===== src/design/tss_pkg.sv =====
// ----------------------------------------------------------------------------
// tss_pkg
// Shared types and constants for the touch slide to stick block.
// ----------------------------------------------------------------------------
package tss_pkg;

	// direction code, two's complement: +1, -1 or neutral
	typedef logic [1:0] dir_t;

	localparam dir_t DIR_NEUTRAL = 2'd0;
	localparam dir_t DIR_POS     = 2'd1;
	localparam dir_t DIR_NEG     = 2'd3;

	// register index on the configuration port
	typedef logic [2:0] reg_idx_t;

	localparam reg_idx_t REG_ENABLED      = 3'd0;
	localparam reg_idx_t REG_ZONE_SPLIT_X = 3'd1;
	localparam reg_idx_t REG_DEADZONE     = 3'd2;
	localparam reg_idx_t REG_REV_MIN_STEP = 3'd3;
	localparam reg_idx_t REG_FULL_SCALE   = 3'd4;

	// register reset values
	localparam logic        RST_ENABLED      = 1'b1;
	localparam logic [10:0] RST_ZONE_SPLIT_X = 11'd640;
	localparam logic [9:0]  RST_DEADZONE     = 10'd12;
	localparam logic [9:0]  RST_REV_MIN_STEP = 10'd10;
	localparam logic [14:0] RST_FULL_SCALE   = 15'd32767;

endpackage


===== src/design/touch_slide_to_stick_core.sv =====
// ----------------------------------------------------------------------------
// touch_slide_to_stick_core
// Tracks slides in a left and a right screen zone and turns them into two
// digital sticks, one result per touch frame while enabled.
// ----------------------------------------------------------------------------
// Usage:
//   Input channel (in_valid / in_stall) carries one touch report or none plus
//   a frame-end mark. Output channel (out_valid / out_stall) carries one
//   transaction per frame-end item while enabled: four stick values and
//   their drive bits.
//   Each item is latched into an input register, from which the zone trackers
//   and the result register are updated. One item is taken every cycle while
//   in_stall is low.
//   When out_stall holds a waiting result, a frame-end item in the input
//   register waits and in_stall rises; items without a frame end still
//   flow through.
//   Reset clears the trackers and loads the register defaults (enabled, split
//   at 640, deadzone 12, reversal step 10, full scale 32767). Configuration
//   is written through the APB-style port while idle, kept so by the user alone.
// ----------------------------------------------------------------------------
module touch_slide_to_stick_core
	import tss_pkg::*;
(
	input  logic               clk,
	input  logic               arst_n,

	input  logic               psel,
	input  logic               penable,
	input  logic               pwrite,
	input  logic [4:0]         paddr,
	input  logic [31:0]        pwdata,
	output logic [31:0]        prdata,
	output logic               pready,

	input  logic               in_valid,
	output logic               in_stall,
	input  logic               touch_present,
	input  logic [10:0]        touch_x,
	input  logic [9:0]         touch_y,
	input  logic [31:0]        finger_id,
	input  logic               frame_end,

	output logic               out_valid,
	input  logic               out_stall,
	output logic signed [15:0] left_x,
	output logic               left_x_drive,
	output logic signed [15:0] left_y,
	output logic               left_y_drive,
	output logic signed [15:0] right_x,
	output logic               right_x_drive,
	output logic signed [15:0] right_y,
	output logic               right_y_drive
);

	// configuration registers
	logic        enabled_q;
	logic [10:0] zone_split_x_q;
	logic [9:0]  deadzone_q;
	logic [9:0]  rev_min_step_q;
	logic [14:0] full_scale_q;

	// input register
	logic        valid_s1;
	logic        present_s1;
	logic [10:0] x_s1;
	logic [9:0]  y_s1;
	logic [31:0] id_s1;
	logic        fend_s1;

	// per-zone trackers, index 0 left, 1 right
	logic        active_q [2];
	logic [31:0] finger_q [2];
	logic [10:0] org_x_q  [2];
	logic [9:0]  org_y_q  [2];
	logic [10:0] last_x_q [2];
	logic [9:0]  last_y_q [2];
	dir_t        dir_x_q  [2];
	dir_t        dir_y_q  [2];
	logic        seen_q   [2];

	logic        active_d [2];
	logic [31:0] finger_d [2];
	logic [10:0] org_x_d  [2];
	logic [9:0]  org_y_d  [2];
	logic [10:0] last_x_d [2];
	logic [9:0]  last_y_d [2];
	dir_t        dir_x_d  [2];
	dir_t        dir_y_d  [2];
	logic        seen_d   [2];

	logic        out_valid_q;
	logic        produce;
	logic        proc;
	logic        side_s1;
	logic        cfg_wr;
	reg_idx_t    cfg_idx;

	// returns {rebase, next direction} for one axis
	function automatic logic [2:0] axis_next(
		input dir_t              dir,
		input logic signed [11:0] total,
		input logic signed [11:0] step,
		input dir_t              target,
		input logic [9:0]        dz,
		input logic [9:0]        rms
	);
		logic [11:0] tmag;
		logic [11:0] smag;
		logic [2:0]  res;
		tmag = total[11] ? 12'(-total) : 12'(total);
		smag = step[11] ? 12'(-step) : 12'(step);
		res  = {1'b0, dir};
		if (tmag >= {2'b00, dz}) begin
			if (dir != DIR_NEUTRAL && target != dir && smag >= {2'b00, rms}) begin
				res = {1'b1, DIR_NEUTRAL};
			end else begin
				res = {1'b0, target};
			end
		end
		return res;
	endfunction

	function automatic logic [15:0] stick_val(input dir_t dir, input logic [14:0] fs);
		logic [15:0] v;
		v = '0;
		if (dir == DIR_POS) begin
			v = {1'b0, fs};
		end else if (dir == DIR_NEG) begin
			v = 16'(-{1'b0, fs});
		end
		return v;
	endfunction

	// configuration port
	assign pready  = 1'b1;
	assign cfg_idx = paddr[4:2];
	assign cfg_wr  = psel && penable && pwrite && pready;

	always_comb begin
		case (cfg_idx)
			REG_ENABLED:      prdata = {31'd0, enabled_q};
			REG_ZONE_SPLIT_X: prdata = {21'd0, zone_split_x_q};
			REG_DEADZONE:     prdata = {22'd0, deadzone_q};
			REG_REV_MIN_STEP: prdata = {22'd0, rev_min_step_q};
			REG_FULL_SCALE:   prdata = {17'd0, full_scale_q};
			default:          prdata = '0;
		endcase
	end

	always_ff @(posedge clk or negedge arst_n) begin
		if (!arst_n) begin
			enabled_q      <= RST_ENABLED;
			zone_split_x_q <= RST_ZONE_SPLIT_X;
			deadzone_q     <= RST_DEADZONE;
			rev_min_step_q <= RST_REV_MIN_STEP;
			full_scale_q   <= RST_FULL_SCALE;
		end else if (cfg_wr) begin
			case (cfg_idx)
				REG_ENABLED:      enabled_q      <= pwdata[0];
				REG_ZONE_SPLIT_X: zone_split_x_q <= pwdata[10:0];
				REG_DEADZONE:     deadzone_q     <= pwdata[9:0];
				REG_REV_MIN_STEP: rev_min_step_q <= pwdata[9:0];
				REG_FULL_SCALE:   full_scale_q   <= pwdata[14:0];
				default: ;
			endcase
		end
	end

	// handshake: a frame-end item waits for room in the result register while enabled
	assign produce  = enabled_q && fend_s1;
	assign proc     = valid_s1 && (!produce || !out_valid_q || !out_stall);
	assign in_stall = valid_s1 && !proc;
	assign side_s1  = (x_s1 < zone_split_x_q) ? 1'b0 : 1'b1;

	always_ff @(posedge clk or negedge arst_n) begin
		if (!arst_n) begin
			valid_s1 <= 1'b0;
		end else if (in_valid && !in_stall) begin
			valid_s1 <= 1'b1;
		end else if (proc) begin
			valid_s1 <= 1'b0;
		end
	end

	always_ff @(posedge clk) begin
		if (in_valid && !in_stall) begin
			present_s1 <= touch_present;
			x_s1       <= touch_x;
			y_s1       <= touch_y;
			id_s1      <= finger_id;
			fend_s1    <= frame_end;
		end
	end

	// tracker update
	always_comb begin
		logic signed [11:0] tx;
		logic signed [11:0] mx;
		logic signed [10:0] ty;
		logic signed [10:0] my;
		logic [2:0]         ax;
		logic [2:0]         ay;
		for (int k = 0; k < 2; k++) begin
			active_d[k] = active_q[k];
			finger_d[k] = finger_q[k];
			org_x_d[k]  = org_x_q[k];
			org_y_d[k]  = org_y_q[k];
			last_x_d[k] = last_x_q[k];
			last_y_d[k] = last_y_q[k];
			dir_x_d[k]  = dir_x_q[k];
			dir_y_d[k]  = dir_y_q[k];
			seen_d[k]   = seen_q[k];

			tx = 12'({1'b0, x_s1}) - 12'({1'b0, org_x_q[k]});
			mx = 12'({1'b0, x_s1}) - 12'({1'b0, last_x_q[k]});
			ty = 11'({1'b0, y_s1}) - 11'({1'b0, org_y_q[k]});
			my = 11'({1'b0, y_s1}) - 11'({1'b0, last_y_q[k]});
			ax = axis_next(dir_x_q[k], tx, mx, (tx > 12'sd0) ? DIR_POS : DIR_NEG,
				deadzone_q, rev_min_step_q);
			ay = axis_next(dir_y_q[k], 12'(ty), 12'(my), (ty < 11'sd0) ? DIR_POS : DIR_NEG,
				deadzone_q, rev_min_step_q);

			if (proc && enabled_q && present_s1 && side_s1 == k[0] && !seen_q[k]) begin
				seen_d[k]   = 1'b1;
				last_x_d[k] = x_s1;
				last_y_d[k] = y_s1;
				if (!active_q[k] || finger_q[k] != id_s1) begin
					// new finger: start over at this point
					active_d[k] = 1'b1;
					finger_d[k] = id_s1;
					org_x_d[k]  = x_s1;
					org_y_d[k]  = y_s1;
					dir_x_d[k]  = DIR_NEUTRAL;
					dir_y_d[k]  = DIR_NEUTRAL;
				end else begin
					dir_x_d[k] = ax[1:0];
					dir_y_d[k] = ay[1:0];
					if (ax[2]) begin
						org_x_d[k] = x_s1;
					end
					if (ay[2]) begin
						org_y_d[k] = y_s1;
					end
				end
			end

			if (proc && produce) begin
				if (!seen_d[k]) begin
					active_d[k] = 1'b0;
					dir_x_d[k]  = DIR_NEUTRAL;
					dir_y_d[k]  = DIR_NEUTRAL;
				end
				seen_d[k] = 1'b0;
			end
		end
	end

	always_ff @(posedge clk or negedge arst_n) begin
		if (!arst_n) begin
			for (int k = 0; k < 2; k++) begin
				active_q[k] <= 1'b0;
				finger_q[k] <= '0;
				org_x_q[k]  <= '0;
				org_y_q[k]  <= '0;
				last_x_q[k] <= '0;
				last_y_q[k] <= '0;
				dir_x_q[k]  <= DIR_NEUTRAL;
				dir_y_q[k]  <= DIR_NEUTRAL;
				seen_q[k]   <= 1'b0;
			end
		end else begin
			for (int k = 0; k < 2; k++) begin
				active_q[k] <= active_d[k];
				finger_q[k] <= finger_d[k];
				org_x_q[k]  <= org_x_d[k];
				org_y_q[k]  <= org_y_d[k];
				last_x_q[k] <= last_x_d[k];
				last_y_q[k] <= last_y_d[k];
				dir_x_q[k]  <= dir_x_d[k];
				dir_y_q[k]  <= dir_y_d[k];
				seen_q[k]   <= seen_d[k];
			end
		end
	end

	// result register
	always_ff @(posedge clk or negedge arst_n) begin
		if (!arst_n) begin
			out_valid_q <= 1'b0;
		end else if (proc && produce) begin
			out_valid_q <= 1'b1;
		end else if (!out_stall) begin
			out_valid_q <= 1'b0;
		end
	end

	always_ff @(posedge clk) begin
		if (proc && produce) begin
			left_x_drive  <= active_d[0] && dir_x_d[0] != DIR_NEUTRAL;
			left_y_drive  <= active_d[0] && dir_y_d[0] != DIR_NEUTRAL;
			right_x_drive <= active_d[1] && dir_x_d[1] != DIR_NEUTRAL;
			right_y_drive <= active_d[1] && dir_y_d[1] != DIR_NEUTRAL;
			left_x  <= active_d[0] ? stick_val(dir_x_d[0], full_scale_q) : '0;
			left_y  <= active_d[0] ? stick_val(dir_y_d[0], full_scale_q) : '0;
			right_x <= active_d[1] ? stick_val(dir_x_d[1], full_scale_q) : '0;
			right_y <= active_d[1] ? stick_val(dir_y_d[1], full_scale_q) : '0;
		end
	end

	assign out_valid = out_valid_q;

endmodule

===== config.mk =====
export PLATFORM = sky130hd
export DESIGN_NAME = touch_slide_to_stick_core
export DESIGN_NICKNAME = d
export VERILOG_FILES = /design/src/design/tss_pkg.sv /design/src/design/touch_slide_to_stick_core.sv
export SDC_FILE = /design/constraint.sdc
export NUM_CORES = 1
export LEC_CHECK = 0
export ABC_AREA = 0
export BUFFER_PORTS_ARGS = -buffer_cell sky130_fd_sc_hd__buf_2
export CAP_MARGIN = 20
export CORE_AREA = 2 2 206 208
export CTS_BUF_LIST = sky130_fd_sc_hd__clkbuf_8
export CTS_CLUSTER_SIZE = 16
export DETAILED_ROUTE_END_ITERATION = 8
export DIE_AREA = 0 0 208 210
export PLACE_DENSITY = 0.76
export SYNTH_ARGS = -nofsm -noshare
export SYNTH_HDL_FRONTEND = slang
export SYNTH_SLANG_ARGS = --single-unit

===== constraint.sdc =====
create_clock -name clk -period 6 [get_ports clk]
set_clock_uncertainty 0.2 [all_clocks]
set_input_delay 1.2 -clock clk [delete_from_list [all_inputs] [get_ports clk]]
set_output_delay 1.2 -clock clk [all_outputs]
set_load 0.05 [all_outputs]

==> summary.md <==
| Metric | Value |
|---|---|
| CTS Hold Buffers Added | 0 |
| MaxCap Viol Count | 0 |
| Switching power | 6.45 mW |
| Slew headroom | 26.9% |
| Wirelength per Cell | 18.6 microns |
| Die Y-Extent | 210 microns |
| R2R Path End | right_y[5]$_SDFFCE_PN0P_ |
| Share of post-route cells with drive strength above 1 | 17.4% |
| EDFF count, synth | 123 |
| Routability congestion estimate | 0.929 |
| Initial drt markers | 1336 |
| Instance area at placement | 24100 sq um |
| Routed Antenna Nets | 0 |
| Post-route minimum period | 5720 ps |
| CTS clk-pin slew, worst paths | 60 ps |
| Initial antenna violation count | 0 |
| Core area | 41500 sq um |
| Hold EP | org_x_q[15]$_DFFE_PN0P_ |
| Final setup viols | 0 |
| PD cells | 572 nW/um^2 |
| FF-to-FF setup slack | 280 ps |
| Combinational power share | 60.6% |
| Final hold vios | 0 |
| H-tree depth | 2 |
| Placed Cells | 3075 |
| Routed vias/inst | 5.83 |
| First-pass GRT wire length | 94.7 mm |
| #FFs+latches synth | 332 |
| Critical Path Source Type | flop |
| Max Clock Freq | 175 MHz |
| TNS Setup | 0 ps |
| Pwr Total | 14.5 mW |
| CTS Sinks | 332 |
| Drt pass-1 iters | 5 |
| Fin crit share | 95.3% |
| # nets final | 2892 |
| Crit-path max FO | 14 |
| Crit Reg-Reg Startpoint | y_s1[0]$_DFFE_PP_ |
| CP required | 6330 ps |
| CTS root buf | clkbuf_8 |
| Yosys cell types | 93 |
| Dpl hpwl | 44.9 mm |
| Hold Path Cell Cnt | 1 |
| Initial Util | 54.5% |
| DRC violations left | 0 |
| Sequential share of power | 23.8% |
| N_diodes | 0 |
| Cell Rows | 75 |
| Layout area overhead | 12.6% |
| Critical path endpoint category | flop |
| Fin. max-slew vios | 0 |
| Crit path DAT | 6050 ps |
| Vias in the first global route | 18200 |
| Leak Pwr | 11.4 nW |
| Cts bufs inserted | 57 |
| GRT met2 Usage | 46.5% |
| Post-layout util | 61.3% |
| Routed WL | 59.4 mm |
| Switching share of power | 44.3% |
| Slew @ Worst Pin | 1090 ps |
| Vias post-DR | 18600 |
| Num ports | 202 |
| I/O Buffers | 164 |
| Worst-skew pair later-pin latency | 680 ps |
| Ys flop type | dfrtp_1 |
| Die width | 208 microns |
| Most Used Layer, Global Route | met2 |
| Grt total ovfl | 0 |
| Worst Setup Path Type | reg2reg |
| Critical hold path startpoint | org_x_q[15]$_DFFE_PN0P_ |
| Proportion of synthesized chip area in sequential cells | 39.6% |
| Share of flip-flops with an asynchronous set or reset | 63.0% |
| Clock share of power | 15.7% |
| Final std cell area, no fill | 25400 sq um |
| Clock tree buffer depth | 3 |
| Overall global routing resource usage | 27.1% |
| Syn_area_per_cell | 9.37 sq um |
| Worst Hold Class | reg2reg |
| Worst Reg-to-Reg Cells | 21 |
| Syn Inst Count | 2411 |
| Mapped Area | 22600 sq um |
| Internal Pwr Total | 8.09 mW |
| Die Footprint | 43700 sq um |
| M1 GR Usage | 34.3% |
| Largest net degree at the start of global routing | 76 |
| Peak VDD IR | 0.000297 V |
| Met3 Use GR | 4.40% |
| Finished Layout Cells | 3189 |
| Status | finished clean |
| TritonCTS clock tree | yes |
| Ys Warns | 0 |
[per-layer routing]
metal	vias to the layer above	part of all wire (%)
met1	8887	43
li1	8909	-
met2	659	47
met3	131	6.7
met5	-	0
met4	0	3.8
[layout make-up]
type / instances / area [sq um]
timing repair buffer: 222 / 1280
multi-input combinational: 1832 / 12700
sequential: 332 / 8950
fill: 3394 / 16000
clock buffer: 71 / 977
clock inverter: 36 / 304
inverter: 157 / 589
tap: 539 / 674
[worst max path at each step]
stage                 startpoint                   endpoint  slack, ps  cells past startpoint
6_report       y_s1[0]$_DFFE_PP_   right_y[5]$_SDFFCE_PN0P_        280                     21
5_1_grt        y_s1[0]$_DFFE_PP_  right_y[12]$_SDFFCE_PN0P_        -30                     21
4_1_cts        y_s1[0]$_DFFE_PP_   right_y[5]$_SDFFCE_PN0P_         10                     21
3_5_place_dp   y_s1[0]$_DFFE_PP_   right_y[5]$_SDFFCE_PN0P_         20                     21
3_3_place_gp   y_s1[0]$_DFFE_PP_  right_y[10]$_SDFFCE_PN0P_        240                     21
2_1_floorplan  y_s1[0]$_DFFE_PP_   left_y[14]$_SDFFCE_PN0P_        580                     26
[metrics by stage]
step	worst slack, ps	hold slack, ps
6_report	283	285
5_1_grt	-27.5	299
4_1_cts	11.4	289
3_5_place_dp	17.7	275
3_3_place_gp	240	268
2_1_floorplan	582	250
[timing repair]
item / 4_1_cts / 5_1_grt
setup buffers: 0 / 5
setup endpoints to repair: 0 / 52
resized for setup: 0 / 15
hold endpoints to repair: 0 / 0
[flip-flops by register name (all words and copies together), names as in the netlist, 2 cells and up]
register and count:
org_y_q 20, id_s1 32, left_y 16, last_y_q 20, dir_x_q 4, dir_y_q 4
zone_split_x_q 11, x_s1 11, seen_q 2, left_x 16, active_q 2, org_x_q 22
full_scale_q 15, last_x_q 22, rev_min_step_q 10, right_y 16, deadzone_q 10, right_x 16
y_s1 10, finger_q 64
[power groups by stage]
stage | sequential, mW | clock, mW | combinational, mW
6_report | 3.46 | 2.28 | 8.80
5_1_grt | 3.52 | 2.43 | 9.86
4_1_cts | 3.45 | 2.33 | 8.66
3_5_place_dp | 3.49 | 0 | 8.59
3_3_place_gp | 3.46 | 0 | 8.19
2_1_floorplan | 3.39 | 0 | 6.76
[cells in the mapped netlist (all sizes together), types with 66 or more instances]
cell type / count / area [sq um]
a21oi: 106 / 579
dfrtp: 187 / 4680
edfxtp: 123 / 3690
ha: 183 / 2290
inv: 157 / 589
mux2: 66 / 743
nand2: 299 / 1120
nor2: 165 / 619
nor3: 69 / 360
o21ai: 216 / 1130
xnor2: 129 / 1130
xor2: 84 / 736
[cell families after synthesis]
family | after synthesis | synth area share (%)
XOR/XNOR | 213 | 8.26
flip-flops | 332 | 39.6
AND/OR/NAND/NOR | 783 | 16.6
AO/OA/AOI/OAI | 550 | 15.9
other | 2 | 0.0332
adder cells (fa/ha/maj) | 191 | 10.8
buffers and inverters | 264 | 5.01
multiplexers | 76 | 3.73
[worst max-delay path, stage by stage, from the launching register on]
cell,delay (ps)
edfxtp_1,470
inv_2,160
ha_1,180
inv_1,50
fa_1,440
a21o_1,190
a21oi_1,180
xnor2_1,130
or4_1,570
or2_2,320
o31ai_2,270
xor2_1,180
ha_1,270
a211oi_2,260
nand3_1,90
o21a_1,250
nor4b_1,180
a21oi_1,250
o21ai_1,180
and2_4,220
or3_1,390
a21oi_2,150
[cells in the final DEF (no fill, tap or decap), types with 10 or more instances in the layout]
cell type	count
nand2_1	299
o21ai_0	195
dfrtp_1	187
ha_1	183
inv_1	176
nor2_1	165
buf_2	163
xnor2_1	129
edfxtp_1	123
a21oi_1	89
xor2_1	84
clkbuf_8	72
nor3_1	65
mux2_2	57
buf_4	57
a21o_1	36
nand3_1	36
nand2b_1	35
o21a_1	27
or3_1	27
o211ai_1	22
dfstp_2	22
a31oi_1	20
nor4_1	20
nor2b_1	19
conb_1	18
and2_1	15
and3_1	15
a21oi_2	15
nand4_1	14
o21ai_2	13
a211oi_1	11
o2111ai_1	10
a22oi_1	10
mux2i_1	10
Note: power is estimated with default switching activity, not from simulation.
